### src/sv/assert_macros.svh
// ----------------------------------------------------------------------------
// Assertion macros
// Concurrent assertion helpers for the tiled pixel walk RTL.
// ----------------------------------------------------------------------------
`ifndef ASSERT_MACROS_SVH
`define ASSERT_MACROS_SVH
`ifndef SYNTHESIS
// Same-cycle implication, disabled while reset is asserted.
`define TPW_ASSERT_IMPL(lbl, clk, rst_n, ante, cons, msg) \
    lbl: assert property (@(posedge clk) disable iff (!(rst_n)) (ante) |-> (cons)) \
        else $error(msg);
// Next-cycle implication, disabled while reset is asserted.
`define TPW_ASSERT_NEXT(lbl, clk, rst_n, ante, cons, msg) \
    lbl: assert property (@(posedge clk) disable iff (!(rst_n)) (ante) |=> (cons)) \
        else $error(msg);
`else
`define TPW_ASSERT_IMPL(lbl, clk, rst_n, ante, cons, msg)
`define TPW_ASSERT_NEXT(lbl, clk, rst_n, ante, cons, msg)
`endif
`endif

### src/sv/tpw_pkg.sv
`timescale 1ns / 1ps
// ----------------------------------------------------------------------------
// Tiled pixel walk package
// Shared types, register indexes and constants of the tiled pixel walk.
// ----------------------------------------------------------------------------
package tpw_pkg;

    localparam int REG_WIDTH          = 16;
    localparam int PIX_WIDTH          = 16;
    localparam int CFG_INDEX_BITS     = 2;
    localparam int COORD_BITS_DEFAULT = 16;

    localparam logic [REG_WIDTH-1:0] CFG_RESET_VALUE = REG_WIDTH'(1);

    typedef enum logic [CFG_INDEX_BITS-1:0] {
        REG_IMAGE_COLUMNS = 2'd0,
        REG_IMAGE_ROWS    = 2'd1,
        REG_TILE_SIZE     = 2'd2
    } cfg_index_t;

    typedef struct packed {
        logic [REG_WIDTH-1:0] image_columns;
        logic [REG_WIDTH-1:0] image_rows;
        logic [REG_WIDTH-1:0] tile_size;
    } cfg_t;

    typedef struct packed {
        logic [PIX_WIDTH-1:0] pixel_row;
        logic [PIX_WIDTH-1:0] pixel_col;
        logic                 wrapped;
    } result_t;

endpackage

### src/sv/tpw_cfg.sv
`timescale 1ns / 1ps
// ----------------------------------------------------------------------------
// Tiled pixel walk configuration registers
// Decodes register writes; a defined-register write requests a walk return to origin.
// ----------------------------------------------------------------------------
module tpw_cfg (
    input  logic                                 aclk,
    input  logic                                 aresetn,
    input  logic                                 cfg_valid,
    output logic                                 cfg_ready,
    input  logic [tpw_pkg::CFG_INDEX_BITS-1:0]   cfg_index,
    input  logic [tpw_pkg::REG_WIDTH-1:0]        cfg_data,
    output tpw_pkg::cfg_t                        cfg,
    output logic                                 restart
);

    tpw_pkg::cfg_t cfg_reg;
    tpw_pkg::cfg_t cfg_next;
    logic          hit;

    assign cfg_ready = 1'b1;

    always_comb begin
        cfg_next = cfg_reg;
        hit      = 1'b0;
        if (cfg_valid) begin
            unique case (tpw_pkg::cfg_index_t'(cfg_index))
                tpw_pkg::REG_IMAGE_COLUMNS: begin
                    cfg_next.image_columns = cfg_data;
                    hit = 1'b1;
                end
                tpw_pkg::REG_IMAGE_ROWS: begin
                    cfg_next.image_rows = cfg_data;
                    hit = 1'b1;
                end
                tpw_pkg::REG_TILE_SIZE: begin
                    cfg_next.tile_size = cfg_data;
                    hit = 1'b1;
                end
                default: begin
                    hit = 1'b0;
                end
            endcase
        end
    end

    // Any write to a defined register sends the walk back to the origin.
    assign restart = hit;
    assign cfg     = cfg_reg;

    always_ff @(posedge aclk) begin
        if (!aresetn) begin
            cfg_reg.image_columns <= tpw_pkg::CFG_RESET_VALUE;
            cfg_reg.image_rows    <= tpw_pkg::CFG_RESET_VALUE;
            cfg_reg.tile_size     <= tpw_pkg::CFG_RESET_VALUE;
        end else begin
            cfg_reg <= cfg_next;
        end
    end

endmodule

### src/sv/tpw_walk.sv
`timescale 1ns / 1ps
// ----------------------------------------------------------------------------
// Tiled pixel walk state
// Holds tile origins and in-tile offsets and steps them one pixel at a time.
// ----------------------------------------------------------------------------
module tpw_walk #(
    parameter int COORD_BITS = tpw_pkg::COORD_BITS_DEFAULT
) (
    input  logic                             aclk,
    input  logic                             aresetn,
    input  tpw_pkg::cfg_t                    cfg,
    input  logic                             restart,
    input  logic                             step,
    output logic [tpw_pkg::PIX_WIDTH-1:0]    cur_row,
    output logic [tpw_pkg::PIX_WIDTH-1:0]    cur_col,
    output logic                             wrap_now
);

    localparam int W  = COORD_BITS;
    localparam int OW = COORD_BITS + 1;
    localparam int SW = COORD_BITS + 2;

    logic [OW-1:0] tile_row_origin_reg, tile_row_origin_next;
    logic [W-1:0]  offset_in_tile_row_reg, offset_in_tile_row_next;
    logic [OW-1:0] tile_col_origin_reg, tile_col_origin_next;
    logic [W-1:0]  offset_in_tile_col_reg, offset_in_tile_col_next;

    logic [W-1:0]  ts;
    logic [W-1:0]  rows;
    logic [W-1:0]  cols;
    logic [W-1:0]  off_row_inc;
    logic [W-1:0]  off_col_inc;
    logic [SW-1:0] row_sum;
    logic [SW-1:0] col_sum;
    logic [OW-1:0] org_row_inc;
    logic [OW-1:0] org_col_inc;
    logic          row_stays;
    logic          col_stays;
    logic          org_row_ok;
    logic          org_col_ok;

    always_comb begin
        ts   = W'(cfg.tile_size);
        if (ts == '0) begin
            ts = W'(1);
        end
        rows = W'(cfg.image_rows);
        cols = W'(cfg.image_columns);

        off_row_inc = offset_in_tile_row_reg + W'(1);
        off_col_inc = offset_in_tile_col_reg + W'(1);
        row_sum     = SW'(tile_row_origin_reg) + SW'(off_row_inc);
        col_sum     = SW'(tile_col_origin_reg) + SW'(off_col_inc);
        org_row_inc = tile_row_origin_reg + OW'(ts);
        org_col_inc = tile_col_origin_reg + OW'(ts);

        row_stays  = (off_row_inc < ts) && (row_sum < SW'(rows));
        col_stays  = (off_col_inc < ts) && (col_sum < SW'(cols));
        org_row_ok = org_row_inc < OW'(rows);
        org_col_ok = org_col_inc < OW'(cols);

        wrap_now = !row_stays && !col_stays && !org_row_ok && !org_col_ok;

        tile_row_origin_next    = tile_row_origin_reg;
        offset_in_tile_row_next = offset_in_tile_row_reg;
        tile_col_origin_next    = tile_col_origin_reg;
        offset_in_tile_col_next = offset_in_tile_col_reg;

        if (restart) begin
            tile_row_origin_next    = '0;
            offset_in_tile_row_next = '0;
            tile_col_origin_next    = '0;
            offset_in_tile_col_next = '0;
        end else if (step) begin
            // Carry ripples from the row offset up to the tile column origin.
            if (row_stays) begin
                offset_in_tile_row_next = off_row_inc;
            end else if (col_stays) begin
                offset_in_tile_row_next = '0;
                offset_in_tile_col_next = off_col_inc;
            end else if (org_row_ok) begin
                offset_in_tile_row_next = '0;
                offset_in_tile_col_next = '0;
                tile_row_origin_next    = org_row_inc;
            end else if (org_col_ok) begin
                offset_in_tile_row_next = '0;
                offset_in_tile_col_next = '0;
                tile_row_origin_next    = '0;
                tile_col_origin_next    = org_col_inc;
            end else begin
                offset_in_tile_row_next = '0;
                offset_in_tile_col_next = '0;
                tile_row_origin_next    = '0;
                tile_col_origin_next    = '0;
            end
        end
    end

    assign cur_row = tpw_pkg::PIX_WIDTH'(W'(tile_row_origin_reg + OW'(offset_in_tile_row_reg)));
    assign cur_col = tpw_pkg::PIX_WIDTH'(W'(tile_col_origin_reg + OW'(offset_in_tile_col_reg)));

    always_ff @(posedge aclk) begin
        if (!aresetn) begin
            tile_row_origin_reg    <= '0;
            offset_in_tile_row_reg <= '0;
            tile_col_origin_reg    <= '0;
            offset_in_tile_col_reg <= '0;
        end else begin
            tile_row_origin_reg    <= tile_row_origin_next;
            offset_in_tile_row_reg <= offset_in_tile_row_next;
            tile_col_origin_reg    <= tile_col_origin_next;
            offset_in_tile_col_reg <= offset_in_tile_col_next;
        end
    end

endmodule

### src/sv/tpw_out_reg.sv
`timescale 1ns / 1ps
// ----------------------------------------------------------------------------
// Tiled pixel walk result register
// Output register that accepts a new result while empty or whenever the current one leaves.
// ----------------------------------------------------------------------------
module tpw_out_reg (
    input  logic              aclk,
    input  logic              aresetn,
    input  logic              in_valid,
    output logic              in_ready,
    input  tpw_pkg::result_t  in_data,
    output logic              out_valid,
    input  logic              out_ready,
    output tpw_pkg::result_t  out_data
);

    logic             valid_reg;
    tpw_pkg::result_t data_reg;

    assign in_ready  = !valid_reg || out_ready;
    assign out_valid = valid_reg;
    assign out_data  = data_reg;

    always_ff @(posedge aclk) begin
        if (!aresetn) begin
            valid_reg <= 1'b0;
        end else if (in_ready) begin
            valid_reg <= in_valid;
        end
    end

    always_ff @(posedge aclk) begin
        if (in_valid && in_ready) begin
            data_reg <= in_data;
        end
    end

endmodule

### src/sv/tiled_pixel_walk_unit.sv
`timescale 1ns / 1ps
// ----------------------------------------------------------------------------
// Tiled pixel walk unit
// Generates pixel coordinates that visit an image tile by tile.
// ----------------------------------------------------------------------------
// Each input transaction reports the current pixel (row, column) and, when
// s_advance is set, steps the walk one pixel: down a column inside a tile,
// then across the tile's columns, then down the tile column, then across
// tiles, wrapping to the origin after the last pixel with m_wrapped set.
// Tiles are clipped at the image edges. The unit takes one transaction per
// clock; the walk state is updated in the accepting cycle by one increment and
// compare stage, and the result appears in the next cycle from the output
// register, which keeps accepting as long as its result is taken. Any write
// to a defined configuration register returns the walk to the origin; write
// configuration only while no result is outstanding.
module tiled_pixel_walk_unit #(
    parameter int COORD_BITS = tpw_pkg::COORD_BITS_DEFAULT
) (
    input  logic                                 aclk,
    input  logic                                 aresetn,
    input  logic                                 cfg_valid,
    output logic                                 cfg_ready,
    input  logic [tpw_pkg::CFG_INDEX_BITS-1:0]   cfg_index,
    input  logic [tpw_pkg::REG_WIDTH-1:0]        cfg_data,
    input  logic                                 s_valid,
    output logic                                 s_ready,
    input  logic                                 s_advance,
    output logic                                 m_valid,
    input  logic                                 m_ready,
    output logic [tpw_pkg::PIX_WIDTH-1:0]        m_pixel_row,
    output logic [tpw_pkg::PIX_WIDTH-1:0]        m_pixel_col,
    output logic                                 m_wrapped
);

`include "assert_macros.svh"

    tpw_pkg::cfg_t                  cfg;
    tpw_pkg::result_t               res_in;
    tpw_pkg::result_t               res_out;
    logic                           restart;
    logic                           step;
    logic                           wrap_now;
    logic [tpw_pkg::PIX_WIDTH-1:0]  cur_row;
    logic [tpw_pkg::PIX_WIDTH-1:0]  cur_col;

    tpw_cfg u_cfg (
        .aclk      (aclk),
        .aresetn   (aresetn),
        .cfg_valid (cfg_valid),
        .cfg_ready (cfg_ready),
        .cfg_index (cfg_index),
        .cfg_data  (cfg_data),
        .cfg       (cfg),
        .restart   (restart)
    );

    assign step = s_valid && s_ready && s_advance;

    tpw_walk #(
        .COORD_BITS (COORD_BITS)
    ) u_walk (
        .aclk     (aclk),
        .aresetn  (aresetn),
        .cfg      (cfg),
        .restart  (restart),
        .step     (step),
        .cur_row  (cur_row),
        .cur_col  (cur_col),
        .wrap_now (wrap_now)
    );

    always_comb begin
        res_in.pixel_row = cur_row;
        res_in.pixel_col = cur_col;
        res_in.wrapped   = s_advance && wrap_now;
    end

    tpw_out_reg u_out (
        .aclk      (aclk),
        .aresetn   (aresetn),
        .in_valid  (s_valid),
        .in_ready  (s_ready),
        .in_data   (res_in),
        .out_valid (m_valid),
        .out_ready (m_ready),
        .out_data  (res_out)
    );

    assign m_pixel_row = res_out.pixel_row;
    assign m_pixel_col = res_out.pixel_col;
    assign m_wrapped   = res_out.wrapped;

    // A configuration write leaves the walk at the origin.
    `TPW_ASSERT_NEXT(a_restart_origin, aclk, aresetn, restart, (cur_row == '0) && (cur_col == '0), "walk not at origin after configuration write")

    // A wrapping step lands on the origin.
    `TPW_ASSERT_NEXT(a_wrap_origin, aclk, aresetn, step && wrap_now && !restart, (cur_row == '0) && (cur_col == '0), "walk not at origin after wrap")

    // A report-only transaction leaves the position untouched.
    `TPW_ASSERT_NEXT(a_hold_position, aclk, aresetn, s_valid && s_ready && !s_advance && !restart, $stable(cur_row) && $stable(cur_col), "position moved without advance")

endmodule

### config.mk
export PLATFORM = sky130hd
export DESIGN_NAME = tiled_pixel_walk_unit
export DESIGN_NICKNAME = d
export VERILOG_FILES = /design/src/sv/tpw_pkg.sv /design/src/sv/tpw_cfg.sv /design/src/sv/tpw_walk.sv /design/src/sv/tpw_out_reg.sv /design/src/sv/tiled_pixel_walk_unit.sv
export VERILOG_INCLUDE_DIRS = /design/src /design/src/sv
export SDC_FILE = /design/constraint.sdc
export NUM_CORES = 1
export LEC_CHECK = 0
export BUFFER_PORTS_ARGS = -buffer_cell sky130_fd_sc_hd__buf_2
export CAP_MARGIN = 20
export CORE_MARGIN = 1
export CORE_UTILIZATION = 40
export CTS_CLUSTER_DIAMETER = 40
export DETAILED_ROUTE_END_ITERATION = 16
export MAX_ROUTING_LAYER = met4
export PLACE_DENSITY_LB_ADDON = 0.08
export SYNTH_ARGS = -nofsm -noshare
export SYNTH_HDL_FRONTEND = slang
export SYNTH_SLANG_ARGS = --single-unit
export TNS_END_PERCENT = 100
### constraint.sdc
create_clock -name aclk -period 4.8 [get_ports aclk]
set_input_delay 0.48 -clock aclk [delete_from_list [all_inputs] [get_ports aclk]]
set_output_delay 0.48 -clock aclk [all_outputs]
set_load 0.03 [all_outputs]
### Word-level counts from Yosys, hierarchy flattened

Index checks and enable logic that the tools add are counted.

| operators by class | value |
|---|---|
| eq/ne operators | 2 |
| $add $sub $neg | 8 |
| reduce and logical (&&, ||, !) cells | 24 |
| order comparisons | 6 |
| multiplexer cells | 7 |
| bitwise gates (word level) | 4 |

Operators by type and width:

| operator | count |
|---|---|
| $mux 16 | 3 |
| $add 17x16->18 | 2 |
| $lt 18x16->1 | 2 |
| $add 17x16->17 | 2 |
| $lt 17x16->1 | 2 |
| $mux 17 | 2 |
| $add 16x1->16 const B | 2 |
| $add 16x16->16 | 2 |
| $lt 16x16->1 | 2 |
| $logic_not 16->1 | 1 |
| $logic_and 1x1->1 | 8 |
| $reduce_and 2->1 | 4 |
| $logic_not 1->1 | 5 |
| $not 1->1 | 4 |
| $reduce_and 4->1 | 1 |
| $reduce_and 3->1 | 1 |
| $reduce_or 3->1 | 1 |
| $eq 2x1->1 const B | 1 |
| $eq 2x2->1 const B | 1 |
| $logic_not 2->1 | 1 |
| $mux 1 | 2 |
| $reduce_or 2->1 | 1 |
| $logic_or 1x1->1 | 1 |

| word-level totals | value |
|---|---|
| word-level logic and storage cells | 62 |
| flip-flop bits (word level) | 148 |
| output and inout bits | 36 |

### Logic depth before layout (Yosys ltp)

Gate-level depths: netlist of run 1.

| logic depth | value |
|---|---|
| word-level depth | 9 |
| depth in mapped cells | 27 |
| depth with buffers taken out | 23 |

### By module

A second synthesis of run 1 with hierarchy kept.

| unflattened totals | value |
|---|---|
| cell total of the unflattened synthesis | 1446 |
| area total of the unflattened synthesis | 12465.7 sq um |

Modules (own cells, without submodules):

| module | area each (sq um) | cells each | seq. area each (sq um) | times used |
|---|---|---|---|---|
| tpw_walk | 9537.9 | 1227 | 1321.3 | 1 |
| tpw_cfg | 1866.8 | 179 | 960.9 | 1 |
| tpw_out_reg | 1048.5 | 38 | 1011.0 | 1 |
| tiled_pixel_walk_unit | 12.5 | 2 | 0.0 | 1 |

### Least setup slack after synthesis of run 1

OpenSTA, ideal clock, no wires.

| timing | value |
|---|---|
| kind | reg-to-reg |
| from | reg u_walk.offset_in_tile_col_reg[0] |
| to | reg u_walk.tile_col_origin_reg[12] |
| period minus slack after synthesis | 5040 ps |
| data arrival time | 4969 ps |
| cell stages (with the launch flop) | 23 |
| slack | -240 ps |
| path buffers | 2 |
| cells stage by stage | dfxtp_1 > ha_1 > and3_1 > clkbuf_1 > and3_1 > xor2_1 > ha_1 > a21o_1 > a21o_1 > a2111oi_2 > nor2_1 > a21o_1 > a211oi_1 > nor3_1 > ha_1 > nand4_1 > or4_1 > nor2_1 > a211oi_4 > nor3_4 > buf_6 > nand3_1 > a21oi_1 |

| on the way | value |
|---|---|
| longest elaborated chain between the ends | 6 |

RTL lines:

| what | RTL line | RTL |
|---|---|---|
| from (decl) | tpw_walk.sv:26 | `logic [W-1:0] offset_in_tile_col_reg, offset_in_tile_col_next;` |
| from (signal assigned) | tpw_walk.sv:112 | `offset_in_tile_col_reg <= offset_in_tile_col_next;` |
| $add 16x1->16 (*) | tpw_walk.sv:51 | `off_col_inc = offset_in_tile_col_reg + W'(1);` |
| $add 17x16->18 | tpw_walk.sv:53 | `col_sum = SW'(tile_col_origin_reg) + SW'(off_col_inc);` |
| $lt 18x16->1 | tpw_walk.sv:58 | `col_stays = (off_col_inc < ts) && (col_sum < SW'(cols));` |
| $logic_and 1x1->1 (*) | tpw_walk.sv:58 |  |
| $not 1->1 (no source line) (*) | - |  |
| $reduce_and 4->1 (no source line) (*) | - |  |
| to (signal assigned) | tpw_walk.sv:111 | `tile_col_origin_reg <= tile_col_origin_next;` |
| to (decl) | tpw_walk.sv:25 | `logic [OW-1:0] tile_col_origin_reg, tile_col_origin_next;` |

Every way passes the cells marked *; elsewhere a longest branch is shown, timed or not.
A chain may end at the register's enable or synchronous reset.

### Final worst setup path of run 1

| timing | value |
|---|---|
| from | reg u_cfg.cfg_reg, in the netlist u_cfg.cfg[4] |
| to | reg u_walk.tile_col_origin_reg[5] |

| on the way | value |
|---|---|
| longest elaborated chain between the ends | 6 |

RTL lines:

| what | RTL line | RTL |
|---|---|---|
| from (decl) | tpw_cfg.sv:17 | `tpw_pkg::cfg_t cfg_reg;` |
| from (signal assigned) | tpw_cfg.sv:57 | `cfg_reg <= cfg_next;` |
| $logic_not 16->1 | tpw_walk.sv:44 | `if (ts == '0) begin` |
| $mux 16 (*) | tpw_walk.sv:44 |  |
| $add 17x16->17 (tied with other cells) | tpw_walk.sv:54 | `org_row_inc = tile_row_origin_reg + OW'(ts);` |
| $lt 17x16->1 (tied with other cells) | tpw_walk.sv:59 | `org_row_ok = org_row_inc < OW'(rows);` |
| $not 1->1 (no source line) | - |  |
| $reduce_and 4->1 (no source line) | - |  |

Marked as above.

==> flow_metrics.tcl, run 1 <==
set metrics [dict create \
    status "finished, violations left" \
    violations "setup timing" \
    crit_path_max_fanout 5 \
    dieArea_um2 31570 \
    dp_hpwl_mm 28.75 \
    drc 0 \
    cts_tree "done" \
    finClkSkew_ns 0.009658 \
    max-vdd-ir-drop_mv 0.2209 \
    cts_buffers 17 \
    via_per_inst 5.392 \
    critPathTopFamily "compound AO/OA/AOI/OAI gates" \
    worstReg2RegStart "u_cfg.cfg[4]$_SDFFE_PN0P_" \
    wl_mm 38.47 \
    grt_usage_pct 25.18 \
    ys.warnings.count 0 \
    ff2ff_setup_slack_ns -0.16 \
    r2r-end "u_walk.tile_col_origin_reg[5]$_SDFFE_PP0P_" \
    p_leak_nw 7.430 \
    wl_per_cell_um 17.82 \
    grt_max_degree 62 \
    yosysSeqAreaShare_pct 26.67 \
    first_pass_iters 5 \
    crit_path_end "u_walk.tile_col_origin_reg[5]$_SDFFE_PP0P_" \
    fin_nets 1962 \
    antenna_found_initial 0 \
    synthCells 1485 \
    ios 60 \
    clk_path_buf_depth 2 \
    fp-row-count 63 \
    placed_cells 2069 \
    n_antenna_cell 0 \
    cp_num_buf_inv 4 \
    gp_congestion 0.8554 \
    hold_viol_final 0 \
    syn_area_per_cell_um2 8.314 \
    start_kind "flop" \
    die-height_um 177.7 \
    die_w_um 177.7 \
    grt_pass1_vias 11440 \
    holdBufCountCts 0 \
    crit_path_top_delay_cell "a2111oi_4" \
    cts_root_buffer "clkbuf_16" \
    num_vias 11640 \
    ys.flop_type "dfxtp_1" \
    cap_viol_max_count 0 \
    largest_reg_flops 48 \
    finalSetupViolations 33 \
    max_stage_delay_ns 0.42 \
    final-max-slew-violation-count 0 \
    clock-sinks 148 \
    initial_core_util_pct 41.11 \
    worst_slack_ns -0.1550 \
    cp.depth 25 \
    clk_latency_ns 0.44 \
    grt.overflow.total 0 \
    postLayoutCoreUtil_pct 55.96 \
    fmax_mhz 201.8 \
    hold_slack_ns 0.2903 \
    tns_ns -3.311 \
    finalCriticalPeriod_ns 4.955 \
    final_cells 2158 \
    cts.clk_slew.worst_paths_ns 0.07 \
    syn_to_final_growth_pct 36.12 \
    hold_class "in2reg" \
    synthArstFlopShare_pct 0 \
    final_cell_mix "buf_4 (220), ha_1 (164), nand2_1 (154)" \
    period_share_pct 103.2 \
    grt_pass1_wl_mm 59.22 \
    fillCellCount 2762 \
    core-area_um2 30030 \
    drt.antenna.violating_nets 0 \
    synth-seq-cells 148 \
    synth_edf_count 33 \
    synth_nets 1691 \
    crit_start "u_cfg.cfg[4]$_SDFFE_PN0P_" \
    rr_worst_depth 25 \
    critPathRequiredTime_ns 5.10 \
    drtIter0Drc 431 \
    end_kind "flop" \
    final_common_cell "buf_4" \
    tightest_slew_ns 1.036 \
    ys_types 86 \
    crit_type "reg2reg" \
    placement.io_buffers 58 \
    h-tree-depth 4 \
    slew_headroom_pct 30.96 \
    netlist_area_um2 12350 \
    power.density_nw_per_um2 212.0 \
    arrival_ns 5.25 \
    drive_gt1_share_pct 31.17 \
    rsz0062_at_grt "yes" \
]
## synthesized netlist by cell type, types with 4 or more instances
cell | count | area share, %
nand3b_1 | 15 | 0.91
o21a_1 | 7 | 0.43
o31ai_1 | 8 | 0.49
xor2_1 | 31 | 2.2
nor4_1 | 6 | 0.30
and3_1 | 21 | 1.1
a211o_1 | 4 | 0.28
buf_2 | 10 | 0.41
o2111ai_1 | 4 | 0.28
buf_4 | 6 | 0.36
nand2b_1 | 18 | 0.91
a211oi_1 | 13 | 0.79
xnor2_1 | 84 | 6.0
or2_2 | 5 | 0.25
o211ai_1 | 9 | 0.55
nor3_1 | 29 | 1.2
a31oi_1 | 8 | 0.41
clkbuf_1 | 39 | 1.2
or3_1 | 5 | 0.25
ha_1 | 176 | 18
a2111oi_0 | 8 | 0.57
o21bai_1 | 10 | 0.61
nor2b_1 | 13 | 0.66
a21boi_0 | 55 | 3.3
a21oi_1 | 113 | 4.6
and2_1 | 11 | 0.56
nand2_1 | 162 | 4.9
nand3_1 | 59 | 2.4
inv_1 | 92 | 2.8
fa_1 | 6 | 0.97
nand4_1 | 8 | 0.41
a22oi_1 | 16 | 0.97
a21o_1 | 31 | 1.9
dfxtp_1 | 115 | 19
o21ai_0 | 74 | 3.0
nor2_1 | 100 | 3.0
mux2i_1 | 6 | 0.49
edfxtp_1 | 33 | 8.0
## stage by stage
step	cell area (µm²)	worst slack, ns	power, mW
final	16800	-0.1550	3.562
after global routing	16800	-0.4297	3.693
after CTS	15730	-0.1718	3.444
after detailed placement	14430	-0.4208	1.931
after global placement	14430	-0.4378	1.930
after floorplan	12390	-0.003528	1.690
## where the power goes
group | internal, mW | total, mW | leakage [nW] | switching, mW
clock network | 0.834 | 1.42 | 0.306 | 0.586
registers | 1.30 | 1.32 | 1.27 | 0.0154
logic | 0.372 | 0.825 | 5.85 | 0.453
total | 2.51 | 3.56 | 7.43 | 1.05
## cell families (layout without fill, tap and decap cells)
group	Yosys count	count (layout)	synth area share [%]
AND/OR/NAND/NOR	471	472	18.38
other	1	1	0.03038
flip-flops	148	148	26.67
XOR/XNOR	115	115	8.159
buffers and inverters	154	436	5.159
adder cells (fa/ha/maj)	186	186	19.14
multiplexers	7	7	0.5979
AO/OA/AOI/OAI	403	403	21.85
## tightest hold or removal path: stages
cell,delay (ns)
buf_2,0.10
nand2_1,0.05
nand3_1,0.07
## how the worst min path moves through the flow
stage	startpoint	cells past startpoint	slack (ns)	endpoint
2_1_floorplan	u_cfg.cfg[0]$_SDFFE_PN1P_	2	0.44	u_cfg.cfg[0]$_SDFFE_PN1P_
3_3_place_gp	u_cfg.cfg[30]$_SDFFE_PN0P_	2	0.45	u_cfg.cfg[30]$_SDFFE_PN0P_
3_5_place_dp	u_cfg.cfg[24]$_SDFFE_PN0P_	2	0.46	u_cfg.cfg[24]$_SDFFE_PN0P_
4_1_cts	cfg_data[0]	3	0.28	u_cfg.cfg[0]$_SDFFE_PN1P_
5_1_grt	s_valid	3	0.30	u_out.out_valid$_SDFFE_PN0N_
6_report	cfg_data[0]	3	0.29	u_cfg.cfg[0]$_SDFFE_PN1P_
## cell type report
cell class / count / area (µm²) / area share [%]
multi-input combinational: 1184 / 9553 / 56.85
tap: 390 / 488.0 / 2.904
clock inverter: 9 / 82.58 / 0.4914
inverter: 92 / 345.3 / 2.055
timing repair buffer: 313 / 2499 / 14.87
clock buffer: 22 / 528.0 / 3.142
sequential: 148 / 3309 / 19.69
## routing by layer
| metal | part of all wire, % | up-vias | global-route usage [%] |
|---|---|---|---|
| met3 | 3.0 | 77 | 2.892 |
| met5 | 0 | - | - |
| met2 | 51 | 226 | 44.99 |
| met1 | 42 | 5480 | 28.83 |
| li1 | - | 5852 | - |
| met4 | 3.7 | 0 | 9.010 |
## timing repair
action,4_1_cts,5_1_grt
endpoints found under the setup margin,55,67
resized for setup,84,181
gates cloned,4,4
pin swaps,51,68
setup buffers,27,26
Power figures use the tool's default switching activity.
==> run 2: changes to the inputs <==
--- a/config.mk
+++ b/config.mk
@@ -16,5 +16,6 @@
 export PLACE_DENSITY_LB_ADDON = 0.08
 export SYNTH_ARGS = -nofsm -noshare
 export SYNTH_HDL_FRONTEND = slang
+export SYNTH_HIERARCHICAL = 1
 export SYNTH_SLANG_ARGS = --single-unit
 export TNS_END_PERCENT = 100
==> constraint.sdc (replaced) <==
create_clock -name aclk -period 4.9 [get_ports aclk]
set_input_delay 0.49 -clock aclk [delete_from_list [all_inputs] [get_ports aclk]]
set_output_delay 0.49 -clock aclk [all_outputs]
set_load 0.03 [all_outputs]
==> run 2 against run 1 <==
Against the previous run: the flow now finishes without violations; sequential share of layout area up 1.7 points; final cell count down 6.4%; area after synthesis up 0.97%; critical path type unchanged; largest power group unchanged.
==> flow_metrics.tcl, run 2 <==
set metrics [dict create \
    synth.area.top_cells "dfxtp_1 (18%), ha_1 (18%), edfxtp_1 (7.9%), xnor2_1 (5.5%), mux2i_1 (4.3%)" \
    end_kind "flop" \
    fp-row-count 64 \
    synth.top_cell.area_share_pct 18.47 \
    synth_edf_count 33 \
    finalCriticalPeriod_ns 4.785 \
    grt_pass1_wl_mm 56.26 \
    hold_slack_ns 0.3129 \
    yosysTopAreaCell "dfxtp_1" \
    largest_reg_flops 48 \
    placed_cells 1959 \
    p_sw_share_pct 31.80 \
    period_share_pct 97.65 \
    max-vdd-ir-drop_mv 0.2277 \
    grt_max_degree 65 \
    die_w_um 178.5 \
    cts.clk_slew.worst_paths_ns 0.08 \
    synthCells 1446 \
    p_leak_nw 7.046 \
    wl_per_cell_um 18.49 \
    clk_latency_ns 0.44 \
    fillCellCount 2949 \
    ios 60 \
    cts_root_buffer "clkbuf_16" \
    core-area_um2 30590 \
    cts_buffers 17 \
    grt_usage_pct 23.94 \
    cap_viol_max_count 0 \
    synthArstFlopShare_pct 0 \
    worstReg2RegStart "u_cfg/cfg[8]$_SDFFE_PN0P_" \
    arrival_ns 4.97 \
    via_per_inst 5.462 \
    ys.flop_type "dfxtp_1" \
    crit_start "u_cfg/cfg[8]$_SDFFE_PN0P_" \
    crit_path_end "u_out/out_data[0]$_DFFE_PP_" \
    start_kind "flop" \
    fmax_mhz 209.0 \
    num_vias 11030 \
    p_switching_mw 1.044 \
    status "completed" \
    drt.antenna.violating_nets 0 \
    r2r-end "u_out/out_data[0]$_DFFE_PP_" \
    power_frac_comb_pct 21.0 \
    grt.overflow.total 0 \
    rr_worst_depth 21 \
    cts_tree "done" \
    antenna_found_initial 0 \
    grt_pass1_vias 10330 \
    crit_type "reg2reg" \
    ff2ff_setup_slack_ns 0.12 \
    ys_types 83 \
    yosysSeqAreaShare_pct 26.42 \
    finClkSkew_ns 0.01694 \
    multi_input_area_um2 9306 \
    drc 0 \
    placement.io_buffers 58 \
    holdBufCountCts 0 \
    initial_core_util_pct 40.75 \
    slew_headroom_pct 27.08 \
    seq_power_share_pct 39.4 \
    synth-seq-cells 148 \
    hold_viol_final 0 \
    h-tree-depth 4 \
    netlist_area_um2 12470 \
    drtIter0Drc 665 \
    clk_path_buf_depth 2 \
    crit_path_max_fanout 4 \
    rsz0062_at_grt "yes" \
    yosysMostFrequentCell "ha_1" \
    gp_congestion 0.8944 \
    p_clk_share_pct 39.7 \
    final_cells 2020 \
    post-place-ws_ns -0.2921 \
    syn_to_final_growth_pct 24.18 \
    clock-sinks 148 \
    tightest_slew_ns 1.090 \
    synth_nets 1656 \
    die-height_um 178.5 \
    critPathRequiredTime_ns 5.08 \
    first_pass_iters 5 \
    dp_hpwl_mm 28.87 \
    syn_area_per_cell_um2 8.621 \
    ff_latch_area_um2 3306 \
    final_common_cell "ha_1" \
    final_cell_mix "ha_1 (164), nand2_1 (134), buf_4 (125)" \
    synthTopCellsByCount "ha_1 (180), nand2_1 (135), dfxtp_1 (115), a21oi_1 (106), nor2_1 (96)" \
    p_int_mw 2.240 \
    power.density_nw_per_um2 212.1 \
    final-max-slew-violation-count 0 \
    fin_nets 1821 \
    drive_gt1_share_pct 23.40 \
    wl_mm 37.35 \
    dieArea_um2 31870 \
    n_antenna_cell 0 \
    hold_class "in2reg" \
    total_power_mw 3.284 \
    worst_slack_ns 0.1150 \
    finalSetupViolations 0 \
    tns_ns 0 \
    ys.warnings.count 6 \
]
-- run 2: cell types whose count changed after synthesis, sizes merged, moves of 5 or more --
cell    previous run  this run
a21boi            55         5
a21o              32        39
a21oi            113       106
a22o               1        17
clkbuf            40        31
mux2i              7        54
nand2            162       136
nand2b            18        11
nand3             59        47
nand3b            15        10
nand4b             2        11
nor2b             13        20
nor3              30        17
xnor2             84        78
-- run 2: final cells by class --
cell class | instances | area share, %
Sequential cell | 148 | 21.35
Clock inverter | 15 | 0.8891
Multi-Input combinational cell | 1152 | 60.12
Timing Repair Buffer | 201 | 9.481
Clock buffer | 17 | 2.748
Inverter | 91 | 2.207
Tap cell | 396 | 3.201
-- run 2: timing repair --
| item | 4_1_cts | 5_1_grt |
|---|---|---|
| buffers inserted | 5 | 22 |
| pin swaps | 5 | 71 |
| cloned | 0 | 4 |
| setup endpoints to repair | 42 | 67 |
| gates resized for setup | 18 | 156 |
-- run 2: cells by family after synthesis --
kind of cell             count (synthesis)  share of synthesized area (%)
AND/OR/NAND/NOR                        425                          16.99
AO/OA/AOI/OAI                          367                          19.48
adder cells (fa/ha/maj)                192                          19.52
flip-flops                             148                          26.42
buffers and inverters                  147                          5.330
XOR/XNOR                               111                          7.799
multiplexers                            55                          4.426
other                                    1                        0.03008
-- run 2: how the worst min path moves through the flow --
stage                                     startpoint                      endpoint  depth (start not counted)
after global routing                         s_valid  u_out/out_valid$_SDFFE_PN0P_                          3
final                                        s_valid  u_out/out_valid$_SDFFE_PN0P_                          3
after detailed placement  u_cfg/cfg[38]$_SDFFE_PN0P_    u_cfg/cfg[38]$_SDFFE_PN0P_                          2
after floorplan           u_cfg/cfg[33]$_SDFFE_PN0P_    u_cfg/cfg[33]$_SDFFE_PN0P_                          2
after global placement    u_cfg/cfg[33]$_SDFFE_PN0P_    u_cfg/cfg[33]$_SDFFE_PN0P_                          2
after CTS                                    s_valid  u_out/out_valid$_SDFFE_PN0P_                          3
-- run 2: power by group through the flow --
stage / registers (mW) / logic (mW) / clock network (mW)
final: 1.29 / 0.689 / 1.30
after global routing: 1.30 / 0.744 / 1.38
after CTS: 1.29 / 0.578 / 1.33
after detailed placement: 1.32 / 0.563 / 0
after global placement: 1.32 / 0.559 / 0
after floorplan: 1.35 / 0.335 / 0
-- run 2: stage by stage --
step                      area [µm²]  util [%]
after CTS                      14510     47.42
after global routing           15480     50.61
final                          15480     50.61
after detailed placement       13820     45.17
after global placement         13820     45.17
after floorplan                12470         -
-- run 2: metal layers --
metal  routed length (µm)  GRT usage (%)  up-vias
met1                19530          34.90     5174
li1                     -              -     5572
met2                15560          34.22      237
met5                    0              -        -
met4                  820          5.791        0
met3                 1430          3.474       51
-- run 2: worst max-delay path: stages (launching register included) --
cell      delay, ns
dfxtp_1        0.32
nor4_2         0.31
a41o_4         0.30
ha_4           0.16
fa_2           0.22
a21oi_1        0.07
o31a_1         0.30
or4_4          0.44
a31oi_4        0.20
a21o_1         0.18
a21oi_1        0.09
xnor2_1        0.21
ha_1           0.28
a221o_1        0.33
a31oi_2        0.19
o21ai_2        0.12
a211oi_2       0.20
mux2i_1        0.12
nand3_2        0.17
nor3_2         0.06
buf_4          0.12
and2_1         0.12
==> run 3: changes to the inputs <==
--- a/config.mk
+++ b/config.mk
@@ -9,7 +9,7 @@
 export BUFFER_PORTS_ARGS = -buffer_cell sky130_fd_sc_hd__buf_2
 export CAP_MARGIN = 20
 export CORE_MARGIN = 1
-export CORE_UTILIZATION = 40
+export CORE_UTILIZATION = 60
 export CTS_CLUSTER_DIAMETER = 40
 export DETAILED_ROUTE_END_ITERATION = 16
 export MAX_ROUTING_LAYER = met4
==> run 3 against run 2 <==
Against the previous run: routed wire length is 5.1% lower; worst setup slack worse by 0.058 ns; via count is 3.6% higher; maximum frequency is 1.2% lower; worst hold slack better by 0.019 ns; clock skew is 0.0068 ns lower; clock-buffer cell count is 1 higher; final cell count is 7.2% lower; critical path type unchanged.
==> flow_metrics.tcl, run 3 (same netlist as run 2, synthesis figures left out) <==
set metrics [dict create \
    h-tree-depth 4 \
    core-area_um2 20300 \
    cts.clk_slew.worst_paths_ns 0.07 \
    num_vias 11430 \
    start_kind "flop" \
    die-height_um 146.1 \
    final_cell_mix "ha_1 (168), nand2_1 (135), buf_4 (112)" \
    wl_per_cell_um 18.91 \
    clock-sinks 148 \
    fmax_mhz 206.5 \
    dieArea_um2 21360 \
    drtIter0Drc 954 \
    syn_to_final_growth_pct 20.33 \
    max_stage_delay_ns 0.39 \
    end_kind "flop" \
    initial_core_util_pct 61.41 \
    max-vdd-ir-drop_mv 0.2385 \
    crit_path_max_fanout 6 \
    finalSetupViolations 0 \
    crit_path_top_delay_cell "a311o_1" \
    final_common_cell "ha_1" \
    rr_worst_depth 22 \
    finClkSkew_ns 0.01013 \
    cts_root_buffer "clkbuf_16" \
    clk_latency_ns 0.43 \
    cap_viol_max_count 0 \
    placement.io_buffers 58 \
    fp-row-count 52 \
    via_per_inst 6.100 \
    dp_hpwl_mm 26.00 \
    fin_nets 1801 \
    finalCriticalPeriod_ns 4.842 \
    period_share_pct 98.83 \
    rsz0062_at_grt "yes" \
    cp.depth 22 \
    largest_reg_flops 48 \
    ios 60 \
    grt_pass1_vias 10370 \
    clk_path_buf_depth 2 \
    wl_mm 35.45 \
    grt_pass1_wl_mm 53.46 \
    tightest_slew_ns 1.103 \
    cts_tree "done" \
    n_antenna_cell 0 \
    arrival_ns 5.13 \
    power.density_nw_per_um2 216.3 \
    cp_common_cell "buf_4" \
    first_pass_iters 6 \
    cp_num_buf_inv 5 \
    critPathRequiredTime_ns 5.19 \
    final-max-slew-violation-count 0 \
    cts_buffers 17 \
    drc 0 \
    hold_depth 3 \
    grt.overflow.total 0 \
    gp_congestion 0.9629 \
    drt.antenna.violating_nets 0 \
    drive_gt1_share_pct 21.38 \
    crit_chain "nor4_2, a41o_1, buf_4, ha_2, a211o_1, a31oi_1, o31ai_2, a21o_1, maj3_2, a311o_1, buf_4, a221o_1, o311ai_2, ha_1, nand4_1, a2111oi_4, a211oi_4, buf_12, buf_4, nor2_4, buf_4, nor3_1" \
    critPathTopFamily "compound AO/OA/AOI/OAI gates" \
    die_w_um 146.1 \
    hold_viol_final 0 \
    grt_max_degree 63 \
    grt_usage_pct 32.78 \
    status "completed" \
    p_leak_nw 6.873 \
    slew_headroom_pct 26.22 \
    total_power_mw 3.244 \
    antenna_found_initial 0 \
    crit_type "reg2reg" \
    tns_ns 0 \
    hold_class "in2reg" \
]
run 3: cell count changes in the layout (fill, tap and decap cells not counted), moves of 5 or more:
| cell | delta |
|---|---|
| a21oi_2 | -5 |
| buf_6 | -6 |
| clkinvlp_4 | +5 |
| buf_4 | -13 |
| a21oi_1 | +5 |
| xnor2_2 | -5 |
run 3: timing repair:
action / CTS / global route
gates resized for setup: 29 / 123
hold buffers: 0 / 0
pin swaps: 10 / 52
endpoints found under the setup margin: 59 / 67
hold endpoints to repair: 0 / 0
setup buffers: 6 / 21
gates cloned: 2 / 1
run 3: routing by layer:
layer  up-vias  part of all wire (%)  global-route usage, %
li1       5522                     -                      -
met1      5390                    46                  45.23
met2       458                    44                  48.40
met3        62                   7.5                  5.125
met4         0                   2.7                  11.56
met5         -                     0                      -
run 3: where the power goes:
part / switching, mW / leakage (nW) / internal [mW] / total (mW)
Clock: 0.588 / 0.258 / 0.675 / 1.26
Sequential: 0.0168 / 1.27 / 1.27 / 1.29
Combinational: 0.397 / 5.34 / 0.294 / 0.691
run 3: final cells by class:
class,instances,area [µm²]
Sequential cell,148,3318
Fill cell,1539,5299
Clock buffer,18,439.2
Tap cell,270,337.8
Timing Repair Buffer,181,1295
Clock inverter,14,118.9
Inverter,91,341.6
Multi-Input combinational cell,1152,9150
run 3: worst paths after layout:
kind                              startpoint                                     endpoint  slack, ns
setup / recovery   u_cfg/cfg[9]$_SDFFE_PN0P_  u_walk/tile_col_origin_reg[16]$_SDFFE_PP0P_       0.06
hold / removal                       s_valid                 u_out/out_valid$_SDFFE_PN0P_       0.33
setup reg to reg   u_cfg/cfg[9]$_SDFFE_PN0P_  u_walk/tile_col_origin_reg[16]$_SDFFE_PP0P_       0.06
hold reg to reg   u_cfg/cfg[41]$_SDFFE_PN0P_                   u_cfg/cfg[41]$_SDFFE_PN0P_       0.46
run 3: tightest hold or removal path: stages:
cell      delay [ns]
buf_2           0.11
inv_1           0.06
a21boi_2        0.04
run 3: stage by stage:
| step | utilization [%] | hold WS, ns | worst slack [ns] | instance area [µm²] | cells |
|---|---|---|---|---|---|
| after global routing | 73.90 | 0.3269 | -0.1320 | 15000 | 1874 |
| after CTS | 70.14 | 0.3160 | 0.01168 | 14240 | 1852 |
| final | 73.90 | 0.3317 | 0.05751 | 15000 | 1874 |
| after global placement | 66.44 | 0.4427 | -0.2664 | 13490 | 1812 |
| after floorplan | - | 0.4347 | 0.05700 | 12470 | 1446 |
| after detailed placement | 66.44 | 0.4487 | -0.3498 | 13490 | 1812 |
